### src/design/dspg_pkg.sv
// Package for the dual servo pulse generator.
// Holds widths, reset values, codes and the stage payload structs.
// No dependencies.
package dspg_pkg;

    localparam int POS_W     = 15;
    localparam int CNT_W     = 16;
    localparam int DEG_W     = 8;
    localparam int PROD_W    = DEG_W + POS_W;
    localparam int CFG_IDX_W = 2;
    localparam int CFG_W     = 16;

    localparam logic [POS_W-1:0] DEG_MAX = POS_W'(180);

    // Division by 180 as a multiply by a rounded-up reciprocal, exact for PROD_W-bit values.
    localparam int                  RECIP_W     = 24;
    localparam int                  RECIP_SHIFT = 31;
    localparam logic [RECIP_W-1:0]  RECIP_MULT  = RECIP_W'(11930465);
    localparam int                  SCALE_W     = PROD_W + RECIP_W;

    localparam logic [POS_W-1:0] RST_ZERO_DEG  = POS_W'(544);
    localparam logic [POS_W-1:0] RST_MAX_DEG   = POS_W'(2400);
    localparam logic [CNT_W-1:0] RST_PERIOD    = CNT_W'(40000);
    localparam logic [CNT_W-1:0] RST_THRESHOLD = CNT_W'(10000);

    typedef enum logic
    {
        OP_TICK,
        OP_WRITE
    } op_t;

    typedef enum logic [CFG_IDX_W-1:0]
    {
        REG_ZERO_DEG,
        REG_MAX_DEG,
        REG_PERIOD_TOP,
        REG_THRESHOLD
    } cfg_reg_t;

    typedef struct packed
    {
        logic [POS_W-1:0] zero_deg;
        logic [POS_W-1:0] max_deg;
        logic [CNT_W-1:0] period_top;
        logic [CNT_W-1:0] threshold;
    } dspg_cfg_t;

    typedef struct packed
    {
        logic              is_write;
        logic              chan_b;
        logic              is_deg;
        logic              neg;
        logic [POS_W-1:0]  pos;
        logic [CNT_W-1:0]  counter;
        logic              en_a;
        logic              en_b;
        logic [PROD_W-1:0] prod;
    } dspg_s1_t;

    typedef struct packed
    {
        logic             is_write;
        logic             chan_b;
        logic             is_deg;
        logic             neg;
        logic [POS_W-1:0] pos;
        logic [CNT_W-1:0] counter;
        logic             en_a;
        logic             en_b;
        logic [POS_W-1:0] quot;
    } dspg_s2_t;

endpackage

### src/design/dspg_if.sv
// Valid/ready channel interfaces for the dual servo pulse generator.
// Depends on dspg_pkg for field widths.
interface dspg_item_if import dspg_pkg::*;
();
    logic             valid;
    logic             ready;
    logic             operation;
    logic [POS_W-1:0] position_value;
    logic             channel_b;
    logic             update_fast;

    modport source (output valid, output operation, output position_value,
                    output channel_b, output update_fast, input ready);
    modport sink   (input valid, input operation, input position_value,
                    input channel_b, input update_fast, output ready);
endinterface

interface dspg_result_if import dspg_pkg::*;
();
    logic             valid;
    logic             ready;
    logic             pin_a;
    logic             pin_b;
    logic [POS_W-1:0] pulse_us;
    logic [CNT_W-1:0] timer_count;

    modport source (output valid, output pin_a, output pin_b, output pulse_us,
                    output timer_count, input ready);
    modport sink   (input valid, input pin_a, input pin_b, input pulse_us,
                    input timer_count, output ready);
endinterface

### src/design/dual_servo_pwm_generator_core.sv
// Dual servo pulse generator, top level: register bank and a three-stage pipeline.
// Depends on dspg_pkg, dspg_if, dspg_regs, dspg_timer, dspg_scale, dspg_result.
//
// Every transaction on item gives exactly one transaction on result, in order.
// The block takes one item per clock while item.ready is high. A result is valid on result
// once its item has passed the three pipeline registers in order: the counter and enable
// update with the degree product, the multiply by the reciprocal of 180, and the width,
// compare update and pin evaluation. item.ready drops only while all three stages hold
// items and result is stalled. Write configuration registers only while no transaction
// is in flight.
module dual_servo_pwm_generator_core import dspg_pkg::*;
(
    input  logic                 clk,
    input  logic                 rst_n,
    input  logic                 cfg_write_en,
    input  logic [CFG_IDX_W-1:0] cfg_index,
    input  logic [CFG_W-1:0]     cfg_data,
    dspg_item_if.sink            item,
    dspg_result_if.source        result
);

    dspg_cfg_t cfg;
    logic      s1_valid;
    dspg_s1_t  s1;
    logic      s2_ready;
    logic      s2_valid;
    dspg_s2_t  s2;
    logic      s3_ready;

    dspg_regs u_regs
    (
        .clk          (clk),
        .rst_n        (rst_n),
        .cfg_write_en (cfg_write_en),
        .cfg_index    (cfg_index),
        .cfg_data     (cfg_data),
        .cfg          (cfg)
    );

    dspg_timer u_timer
    (
        .clk         (clk),
        .rst_n       (rst_n),
        .cfg         (cfg),
        .item        (item),
        .down_ready  (s2_ready),
        .stage_valid (s1_valid),
        .stage       (s1)
    );

    dspg_scale u_scale
    (
        .clk         (clk),
        .rst_n       (rst_n),
        .up_valid    (s1_valid),
        .up          (s1),
        .up_ready    (s2_ready),
        .down_ready  (s3_ready),
        .stage_valid (s2_valid),
        .stage       (s2)
    );

    dspg_result u_result
    (
        .clk      (clk),
        .rst_n    (rst_n),
        .cfg      (cfg),
        .up_valid (s2_valid),
        .up       (s2),
        .up_ready (s3_ready),
        .result   (result)
    );

endmodule

### src/design/dspg_regs.sv
// Configuration register bank of the dual servo pulse generator.
// Depends on dspg_pkg.
module dspg_regs import dspg_pkg::*;
(
    input  logic                 clk,
    input  logic                 rst_n,
    input  logic                 cfg_write_en,
    input  logic [CFG_IDX_W-1:0] cfg_index,
    input  logic [CFG_W-1:0]     cfg_data,
    output dspg_cfg_t            cfg
);

    dspg_cfg_t cfg_reg;
    dspg_cfg_t cfg_next;

    always_comb
    begin
        cfg_next = cfg_reg;
        if (cfg_write_en)
        begin
            unique case (cfg_reg_t'(cfg_index))
                REG_ZERO_DEG:   cfg_next.zero_deg   = cfg_data[POS_W-1:0];
                REG_MAX_DEG:    cfg_next.max_deg    = cfg_data[POS_W-1:0];
                REG_PERIOD_TOP: cfg_next.period_top = cfg_data[CNT_W-1:0];
                REG_THRESHOLD:  cfg_next.threshold  = cfg_data[CNT_W-1:0];
            endcase
        end
    end

    always_ff @(posedge clk or negedge rst_n)
    begin
        if (!rst_n)
        begin
            cfg_reg.zero_deg   <= RST_ZERO_DEG;
            cfg_reg.max_deg    <= RST_MAX_DEG;
            cfg_reg.period_top <= RST_PERIOD;
            cfg_reg.threshold  <= RST_THRESHOLD;
        end
        else
        begin
            cfg_reg <= cfg_next;
        end
    end

    assign cfg = cfg_reg;

endmodule

### src/design/dspg_timer.sv
// First stage: takes transactions, advances the counter, enables and run flag,
// and forms the degree product. Depends on dspg_pkg and dspg_if.
module dspg_timer import dspg_pkg::*;
(
    input  logic       clk,
    input  logic       rst_n,
    input  dspg_cfg_t  cfg,
    dspg_item_if.sink  item,
    input  logic       down_ready,
    output logic       stage_valid,
    output dspg_s1_t   stage
);

    logic [CNT_W-1:0] counter_reg;
    logic [CNT_W-1:0] counter_next;
    logic             en_a_reg;
    logic             en_a_next;
    logic             en_b_reg;
    logic             en_b_next;
    logic             running_reg;
    logic             running_next;
    logic             valid_reg;
    logic             valid_next;
    dspg_s1_t         stage_reg;
    dspg_s1_t         stage_next;

    logic             accept;
    logic             neg;
    logic [POS_W-1:0] mag;

    assign item.ready = !valid_reg || down_ready;
    assign accept     = item.valid && item.ready;

    assign neg = cfg.max_deg < cfg.zero_deg;
    assign mag = neg ? (cfg.zero_deg - cfg.max_deg) : (cfg.max_deg - cfg.zero_deg);

    always_comb
    begin
        counter_next = counter_reg;
        en_a_next    = en_a_reg;
        en_b_next    = en_b_reg;
        running_next = running_reg;
        if (accept)
        begin
            if (item.operation == OP_TICK)
            begin
                if (running_reg)
                begin
                    counter_next = (counter_reg >= cfg.period_top) ? '0
                                                                   : counter_reg + CNT_W'(1);
                end
            end
            else
            begin
                running_next = 1'b1;
                if (item.channel_b)
                begin
                    en_b_next = 1'b1;
                end
                else
                begin
                    en_a_next = 1'b1;
                end
                if (item.update_fast && (counter_reg > cfg.threshold))
                begin
                    counter_next = (cfg.period_top == '0) ? '0
                                                          : cfg.period_top - CNT_W'(1);
                end
            end
        end
    end

    always_comb
    begin
        valid_next = item.ready ? item.valid : valid_reg;
        stage_next = stage_reg;
        if (accept)
        begin
            stage_next.is_write = (item.operation == OP_WRITE);
            stage_next.chan_b   = item.channel_b;
            stage_next.is_deg   = (item.position_value <= DEG_MAX);
            stage_next.neg      = neg;
            stage_next.pos      = item.position_value;
            stage_next.counter  = counter_next;
            stage_next.en_a     = en_a_next;
            stage_next.en_b     = en_b_next;
            stage_next.prod     = PROD_W'(item.position_value[DEG_W-1:0]) * PROD_W'(mag);
        end
    end

    always_ff @(posedge clk or negedge rst_n)
    begin
        if (!rst_n)
        begin
            counter_reg <= '0;
            en_a_reg    <= 1'b0;
            en_b_reg    <= 1'b0;
            running_reg <= 1'b0;
            valid_reg   <= 1'b0;
        end
        else
        begin
            counter_reg <= counter_next;
            en_a_reg    <= en_a_next;
            en_b_reg    <= en_b_next;
            running_reg <= running_next;
            valid_reg   <= valid_next;
        end
    end

    always_ff @(posedge clk)
    begin
        stage_reg <= stage_next;
    end

    assign stage_valid = valid_reg;
    assign stage       = stage_reg;

endmodule

### src/design/dspg_scale.sv
// Second stage: divides the degree product by 180 with a reciprocal multiply.
// Depends on dspg_pkg.
module dspg_scale import dspg_pkg::*;
(
    input  logic      clk,
    input  logic      rst_n,
    input  logic      up_valid,
    input  dspg_s1_t  up,
    output logic      up_ready,
    input  logic      down_ready,
    output logic      stage_valid,
    output dspg_s2_t  stage
);

    logic             valid_reg;
    logic             valid_next;
    dspg_s2_t         stage_reg;
    dspg_s2_t         stage_next;
    logic [SCALE_W-1:0] scaled;

    assign up_ready = !valid_reg || down_ready;
    assign scaled   = SCALE_W'(up.prod) * SCALE_W'(RECIP_MULT);

    always_comb
    begin
        valid_next = up_ready ? up_valid : valid_reg;
        stage_next = stage_reg;
        if (up_valid && up_ready)
        begin
            stage_next.is_write = up.is_write;
            stage_next.chan_b   = up.chan_b;
            stage_next.is_deg   = up.is_deg;
            stage_next.neg      = up.neg;
            stage_next.pos      = up.pos;
            stage_next.counter  = up.counter;
            stage_next.en_a     = up.en_a;
            stage_next.en_b     = up.en_b;
            stage_next.quot     = scaled[RECIP_SHIFT +: POS_W];
        end
    end

    always_ff @(posedge clk or negedge rst_n)
    begin
        if (!rst_n)
        begin
            valid_reg <= 1'b0;
        end
        else
        begin
            valid_reg <= valid_next;
        end
    end

    always_ff @(posedge clk)
    begin
        stage_reg <= stage_next;
    end

    assign stage_valid = valid_reg;
    assign stage       = stage_reg;

endmodule

### src/design/dspg_result.sv
// Last stage: forms the pulse width, updates the compare values, evaluates
// the pins and holds the result register. Depends on dspg_pkg and dspg_if.
module dspg_result import dspg_pkg::*;
(
    input  logic         clk,
    input  logic         rst_n,
    input  dspg_cfg_t    cfg,
    input  logic         up_valid,
    input  dspg_s2_t     up,
    output logic         up_ready,
    dspg_result_if.source result
);

    logic [CNT_W-1:0] cmp_a_reg;
    logic [CNT_W-1:0] cmp_a_next;
    logic [CNT_W-1:0] cmp_b_reg;
    logic [CNT_W-1:0] cmp_b_next;
    logic             valid_reg;
    logic             valid_next;
    logic             pin_a_reg;
    logic             pin_a_next;
    logic             pin_b_reg;
    logic             pin_b_next;
    logic [POS_W-1:0] pulse_reg;
    logic [POS_W-1:0] pulse_next;
    logic [CNT_W-1:0] count_reg;
    logic [CNT_W-1:0] count_next;

    logic             load;
    logic [POS_W-1:0] width;
    logic [CNT_W-1:0] cmp_new;

    assign up_ready = !valid_reg || result.ready;
    assign load     = up_valid && up_ready;

    always_comb
    begin
        if (!up.is_deg)
        begin
            width = up.pos;
        end
        else if (up.neg)
        begin
            width = cfg.zero_deg - up.quot;
        end
        else
        begin
            width = cfg.zero_deg + up.quot;
        end
    end

    assign cmp_new = {width, 1'b0};

    always_comb
    begin
        cmp_a_next = cmp_a_reg;
        cmp_b_next = cmp_b_reg;
        valid_next = up_ready ? up_valid : valid_reg;
        pin_a_next = pin_a_reg;
        pin_b_next = pin_b_reg;
        pulse_next = pulse_reg;
        count_next = count_reg;
        if (load)
        begin
            if (up.is_write)
            begin
                if (up.chan_b)
                begin
                    cmp_b_next = cmp_new;
                end
                else
                begin
                    cmp_a_next = cmp_new;
                end
            end
            pin_a_next = up.en_a && (up.counter < cmp_a_next);
            pin_b_next = up.en_b && (up.counter < cmp_b_next);
            pulse_next = up.is_write ? width : '0;
            count_next = up.counter;
        end
    end

    always_ff @(posedge clk or negedge rst_n)
    begin
        if (!rst_n)
        begin
            cmp_a_reg <= '0;
            cmp_b_reg <= '0;
            valid_reg <= 1'b0;
        end
        else
        begin
            cmp_a_reg <= cmp_a_next;
            cmp_b_reg <= cmp_b_next;
            valid_reg <= valid_next;
        end
    end

    always_ff @(posedge clk)
    begin
        pin_a_reg <= pin_a_next;
        pin_b_reg <= pin_b_next;
        pulse_reg <= pulse_next;
        count_reg <= count_next;
    end

    assign result.valid       = valid_reg;
    assign result.pin_a       = pin_a_reg;
    assign result.pin_b       = pin_b_reg;
    assign result.pulse_us    = pulse_reg;
    assign result.timer_count = count_reg;

endmodule

### src/flat_wrapper.sv
// flat-port wrapper written by rule: the top's interface ports become plain ports
module dual_servo_pwm_generator_core_flat import dspg_pkg::*;
  (clk, rst_n, cfg_write_en, cfg_index, cfg_data, item_valid, item_operation, item_position_value, item_channel_b, item_update_fast, item_ready, result_valid, result_pin_a, result_pin_b, result_pulse_us, result_timer_count, result_ready);
  dspg_item_if item_i ();
  dspg_result_if result_i ();
  input  logic clk;
  input  logic rst_n;
  input  logic cfg_write_en;
  input  logic [CFG_IDX_W-1:0] cfg_index;
  input  logic [CFG_W-1:0] cfg_data;
  input wire logic [$bits(item_i.valid)-1:0] item_valid;
  input wire logic [$bits(item_i.operation)-1:0] item_operation;
  input wire logic [$bits(item_i.position_value)-1:0] item_position_value;
  input wire logic [$bits(item_i.channel_b)-1:0] item_channel_b;
  input wire logic [$bits(item_i.update_fast)-1:0] item_update_fast;
  output wire logic [$bits(item_i.ready)-1:0] item_ready;
  output wire logic [$bits(result_i.valid)-1:0] result_valid;
  output wire logic [$bits(result_i.pin_a)-1:0] result_pin_a;
  output wire logic [$bits(result_i.pin_b)-1:0] result_pin_b;
  output wire logic [$bits(result_i.pulse_us)-1:0] result_pulse_us;
  output wire logic [$bits(result_i.timer_count)-1:0] result_timer_count;
  input wire logic [$bits(result_i.ready)-1:0] result_ready;
  assign item_i.valid = item_valid;
  assign item_i.operation = item_operation;
  assign item_i.position_value = item_position_value;
  assign item_i.channel_b = item_channel_b;
  assign item_i.update_fast = item_update_fast;
  assign item_ready = item_i.ready;
  assign result_valid = result_i.valid;
  assign result_pin_a = result_i.pin_a;
  assign result_pin_b = result_i.pin_b;
  assign result_pulse_us = result_i.pulse_us;
  assign result_timer_count = result_i.timer_count;
  assign result_i.ready = result_ready;
  dual_servo_pwm_generator_core u_core (.clk(clk), .rst_n(rst_n), .cfg_write_en(cfg_write_en), .cfg_index(cfg_index), .cfg_data(cfg_data), .item(item_i), .result(result_i));
endmodule
### config.mk
export PLATFORM = sky130hd
export DESIGN_NAME = dual_servo_pwm_generator_core_flat
export DESIGN_NICKNAME = d
export VERILOG_FILES = /design/src/design/dspg_pkg.sv /design/src/design/dspg_if.sv /design/src/design/dual_servo_pwm_generator_core.sv /design/src/design/dspg_regs.sv /design/src/design/dspg_timer.sv /design/src/design/dspg_scale.sv /design/src/design/dspg_result.sv /design/src/flat_wrapper.sv
export SDC_FILE = /design/constraint.sdc
export NUM_CORES = 1
export LEC_CHECK = 0
export BUFFER_PORTS_ARGS = -buffer_cell sky130_fd_sc_hd__buf_4
export CAP_MARGIN = 20
export CORE_AREA = 2 2 272 274
export CTS_CLUSTER_DIAMETER = 80
export DETAILED_ROUTE_END_ITERATION = 10
export DIE_AREA = 0 0 274 276
export MAX_ROUTING_LAYER = met4
export SYNTH_ARGS = -nofsm -noshare
export SYNTH_HDL_FRONTEND = slang
export SYNTH_HIERARCHICAL = 1
export SYNTH_SLANG_ARGS = --single-unit
### constraint.sdc
create_clock -name clk -period 12.83 [get_ports clk]
set_input_delay 0 -clock clk [delete_from_list [all_inputs] [get_ports clk]]
set_output_delay 0 -clock clk [all_outputs]
set_load 0.005 [all_outputs]
# Word-level counts from Yosys, hierarchy flattened
# Cells that the tools add are included.
[word_totals]
ff_bits = 261
input_bits = 41
out_inout_bits = 35
wordCells = 92
[op_classes]
addsub = 6
multipliers = 2
magnitude_cmp = 6
eq_ne = 3
n_mux = 21
n_reduce_logical = 19
[ops]
columns = ["op", "n"]
rows = [
  ["$mux W16", 12],
  ["$mul A23 B24 Y46 const B", 1],
  ["$mux W15", 3],
  ["$sub A15 B15 Y15", 3],
  ["$lt A16 B16 Y1", 2],
  ["$mul A8 B15 Y23", 1],
  ["$add A16 B1 Y16 const B", 1],
  ["$ge A16 B16 Y1", 1],
  ["$gt A16 B16 Y1", 1],
  ["$logic_not A16 Y1", 1],
  ["$sub A16 B1 Y16 const B", 1],
  ["$add A15 B15 Y15", 1],
  ["$le A15 B8 Y1 const B", 1],
  ["$lt A15 B15 Y1", 1],
  ["$reduce_and A2 Y1", 5],
  ["$logic_and A1 B1 Y1", 6],
  ["$mux W1", 6],
  ["$eq A2 B2 Y1 const B", 2],
  ["$logic_not A1 Y1", 3],
  ["$logic_or A1 B1 Y1", 3],
  ["$eq A2 B1 Y1 const B", 1],
  ["$logic_not A2 Y1", 1],
]

# Longest topological paths before layout
[depth]
ltp_word = 8
depth_mapped = 30
ltp_nobuf = 28

# Modules after synthesis
# The synthesis kept the hierarchy.
[by_module_without_submodules]
columns = ["mod", "instances", "cells_each", "area_per_inst_um2", "seq_area_each_um2"]
rows = [
  ["dspg_timer", 1, 1035, 9507.9, 2302.2],
  ["dspg_scale", 1, 851, 9066.2, 1586.5],
  ["dspg_result", 1, 454, 4351.7, 1816.7],
  ["dspg_regs", 1, 132, 2352.3, 1571.5],
]

# Worst setup path before layout
# OpenSTA, ideal clock, no wires.
[synth_timing]
path_kind = "register to register"
start = "register u_core.u_regs.cfg_reg (netlist bit u_core/u_regs/cfg[43])"
end = "register u_core.u_timer.stage_reg (netlist bit u_core/u_timer/stage[19]), data pin"
t_arrival_ps = 6599
required_time_ps = 12571
slack_ps = 5972
path_stages_with_launch = 26
path_buffers = 2
period_less_slack_ps = 6858
path_cell_list = "dfstp_2 -> inv_1 -> ha_1 -> nand4_1 -> or3_1 -> o21ai_2 -> buf_2 -> mux2i_1 -> xor2_1 -> and2_1 -> fa_1 -> fa_1 -> fa_1 -> inv_1 -> fa_1 -> inv_1 -> ha_1 -> clkbuf_1 -> a21o_1 -> a21o_1 -> a21oi_1 -> nor3b_1 -> a211oi_1 -> or3_1 -> a21oi_1 -> xnor2_1"
[synth_between]
elab_chain_cells = 3
word_cells_on_any_way = 5
[synth_lines]
columns = ["element", "line", "source"]
rows = [
  ["from (decl)", "dspg_regs.sv:13", "dspg_cfg_t cfg_reg;"],
  ["from (signal assigned)", "dspg_regs.sv:41", "cfg_reg <= cfg_next;"],
  ["$sub A15 B15 Y15 / $lt A15 B15 Y1 (equally long branches)", "dspg_timer.sv:35, dspg_timer.sv:34", ""],
  ["$mux W15 (*)", "dspg_timer.sv:35", "assign mag = neg ? (cfg.zero_deg - cfg.max_deg) : (cfg.max_deg - cfg.zero_deg);"],
  ["$mul A8 B15 Y23 (*)", "dspg_timer.sv:87", "stage_next.prod = PROD_W'(item.position_value[DEG_W-1:0]) * PROD_W'(mag);"],
  ["to (signal assigned)", "dspg_timer.sv:113", "stage_reg <= stage_next;"],
  ["to (decl)", "dspg_timer.sv:24", "dspg_s1_t stage_reg;"],
]
# Every way passes the cells marked *; elsewhere a longest branch is shown, timed or not.
# A chain may end at the register's enable or synchronous reset.

# Worst setup path in the final report
[layout_timing]
start = "register u_core.u_regs.cfg_reg (netlist bit u_core/u_regs/cfg[43])"
end = "register u_core.u_timer.stage_reg (netlist bit u_core/u_timer/stage[22]), data pin"
# Same word-level chain as after synthesis.

==> summary.md <==
| Metric | Value |
|---|---|
| Post-synth EDFFs | `145` |
| Slew Limit Fails | `0` |
| Antenna Cells | `0` |
| # rows | `99` |
| Total setup buffers inserted after CTS | `0` |
| Max-slew headroom at the worst pin | `0.329` |
| H-tree depth | `1` |
| Iter 0 DRT Violations | `1136` |
| Cell with the most instances after synthesis | `inv_1` |
| Resize count post-CTS | `0` |
| Post-Synthesis Cells | `2472` |
| CTS buffer count | `30` |
| Hold Violations, Final | `0` |
| TritonCTS clock tree | `yes` |
| Worst-Margin Slew | `1.01 ns` |
| Clk Latency, worst-skew pair | `0.58 ns` |
| Synth cell count leaders | `inv_1 (400), ha_1 (351), fa_1 (208), edfxtp_1 (145), a21oi_1 (131)` |
| CP arrival | `8.20 ns` |
| Initial antenna violation count | `0` |
| Crit path max fanout | `25` |
| Synth area leaders | `ha_1 (17%), edfxtp_1 (17%), fa_1 (16%), dfrtp_1 (9.9%), inv_1 (5.9%)` |
| WL/cell | `18.2 µm` |
| Async SR Flop Fraction | `0.444` |
| Total GRT Usage | `0.177` |
| Crit-path max cell delay | `0.80 ns` |
| Primary FF master, synth | `edfxtp_1` |
| Crit path capture type | `flop` |
| Yosys cell types | `87` |
| Total number of vias | `18100` |
| I/O pin count | `76` |
| Reg2reg start | `u_core/u_regs/cfg[43]` |
| Chip height | `276 µm` |
| Antenna Nets Post-Route | `0` |
| Yosys warnings | `6` |
| Share of cells above drive strength 1 | `0.0964` |
| Core ar. | `0.0726 mm²` |
| Worst-path clk slew | `0.06 ns` |
| First-pass GRT wire length | `103000 µm` |
| Slowest-stage cell, CP | `o21ai_2` |
| DRT Wirelength | `64600 µm` |
| Crit path top cell by count | `fa_1` |
| Pin count of the biggest net entering global routing | `73` |
| Multi-input logic area | `0.0163 mm²` |
| Largest register FFs | `62` |
| Worst Hold Class | `input port to asynchronous set/reset pin` |
| Final clock skew | `0.0168 ns` |
| Status | `finished, final reports clean` |
| CP Class | `flop to flop` |
| Minimum clock period | `7.89 ns` |
| Nets | `3169` |
| Detail Placement HPWL | `52300 µm` |
| Syn avg cell area | `10.2 µm²` |
| Max Cap Viol | `0` |
| # clock sinks | `261` |
| RSZ-0062 raised after global routing | `false` |
| Synth Register Bits | `261` |
| First-pass iteration count of the detailed router | `6` |
| Port Buf Inserts | `75` |
| CTS root buf | `clkbuf_16` |
| Die X | `274 µm` |
| Remaining Overflow, GRT | `0` |
| Syn_nets | `3072` |
| FF-to-FF setup slack | `4.94 ns` |
| Cell Area, Synth | `0.0253 mm²` |
| Final cycle utilization of the critical path | `0.615` |
| Crit path buf inv count | `3` |
| CP delay by family, top | `adder cells` |
| Starting Density | `0.348` |
| Setup TNS Final | `0 ns` |
| Drt drc | `0` |
| Reg2reg path depth | `22` |
| Endpoints failing setup | `0` |
| Post-DR vias/cell | `5.11` |
| Seq. cell area | `0.00728 mm²` |
| Longest Clk Path Bufs | `3` |
| F_max | `0.127 GHz` |
| Die Area | `0.0756 mm²` |
| Vias in the first global route | `18500` |
| Sequential share of the synthesized area | `0.288` |
| Worst setup SP type | `flop` |
| Top-area cell type share of the netlist area | `0.174` |
| Required time at the worst-slack endpoint | `13.14 ns` |
| Synth area leader | `ha_1` |
| P&R area growth vs syn | `11.9%` |
| Critical-path cell list | `inv_1 > ha_1 > nand4_1 > or3_1 > o21ai_2 > o31ai_1 > xor2_1 > nor2b_1 > fa_1 > fa_1 > fa_1 > inv_1 > fa_1 > inv_1 > ha_1 > nand4_1 > o31ai_1 > nor4_1 > o31ai_1 > a31oi_1 > mux2i_1 > nand4_1` |
| # fillers | `7183` |
| Global placer's final weighted congestion | `0.893` |
| FF-to-FF End | `u_core/u_timer/stage[22]` |
-- through the flow --
stage	util	cells	hold WS (ns)	setup slack [ns]	cell area, µm²
CTS	0.390	3551	0.0684	5.01	28300
global route	0.390	3552	0.125	4.43	28300
global placement	0.370	3457	0.131	5.17	26800
finish	0.390	3552	0.0495	4.94	28300
floorplan	-	2472	-0.296	5.97	25300
detailed placement	0.370	3457	0.140	5.00	26800
-- cells by family (layout without fill, tap and decap cells) --
| kind of cell | count (synthesis) | in the layout | synth area share |
|---|---|---|---|
| xor gates and xnor gates | 87 | 87 | 0.0304 |
| AOI/OAI and AO/OA | 420 | 420 | 0.107 |
| DFF | 261 | 261 | 0.288 |
| muxes | 103 | 103 | 0.0444 |
| and+or+nand+nor | 588 | 588 | 0.122 |
| adders and majority gates | 560 | 560 | 0.339 |
| buffers and inverters | 453 | 574 | 0.0688 |
-- cells in the final DEF, fill, tap and decap left out, drive strengths merged, types with 11 or more instances in the layout --
master | synthesis | routed
inv | 400 | 403
ha | 351 | 351
fa | 208 | 208
edfxtp | 145 | 145
a21oi | 134 | 134
nand2 | 127 | 127
nor2 | 122 | 122
dfrtp | 100 | 100
and2 | 98 | 98
o21ai | 95 | 95
buf | 16 | 80
mux2 | 71 | 71
xnor2 | 61 | 61
a21o | 56 | 56
nor2b | 53 | 53
dlygate4sd3 | 0 | 38
clkbuf | 37 | 34
mux2i | 32 | 32
nand3 | 31 | 31
nand4 | 29 | 29
nor3 | 27 | 27
xor2 | 26 | 26
o21a | 24 | 24
nand2b | 23 | 23
and3 | 18 | 18
dfstp | 16 | 16
nor4 | 14 | 14
a211oi | 13 | 13
or3 | 12 | 12
o211ai | 11 | 11
-- area by class of cell --
type / count / area share
Multi-Input combinational cell: 1758 / 0.575
Sequential cell: 261 / 0.257
Inverter: 400 / 0.0531
Tap cell: 959 / 0.0424
Timing Repair Buffer: 118 / 0.0349
Clock buffer: 34 / 0.0281
Clock inverter: 22 / 0.00951
-- worst max path at each step --
stage                          start                       end  slack, ns  cells after the start
2_1_floorplan  u_core/u_regs/cfg[43]  u_core/u_timer/stage[19]       5.97                     25
5_1_grt        u_core/u_regs/cfg[43]  u_core/u_timer/stage[19]       4.43                     23
3_5_place_dp   u_core/u_regs/cfg[43]  u_core/u_timer/stage[19]       5.00                     23
4_1_cts        u_core/u_regs/cfg[43]  u_core/u_timer/stage[19]       5.01                     23
6_report       u_core/u_regs/cfg[43]  u_core/u_timer/stage[22]       4.94                     22
3_3_place_gp   u_core/u_regs/cfg[43]  u_core/u_timer/stage[19]       5.17                     23
-- layer usage --
metal  up-vias  global-route usage  part of all wire
met3        74              0.0119             0.039
li1       8616                   -                 -
met5         -                   -                 0
met4         0              0.0340             0.019
met1      9055               0.250              0.47
met2       400               0.281              0.47
-- timing repair --
item	4_1_cts	5_1_grt
hold buffers	38	0
endpoints found under the hold margin	157	0
endpoints found under the setup margin	0	0
Power is left out: the tool's default activity adds up to more than one toggle a clock period on the data nets, which glitch-free logic cannot reach.
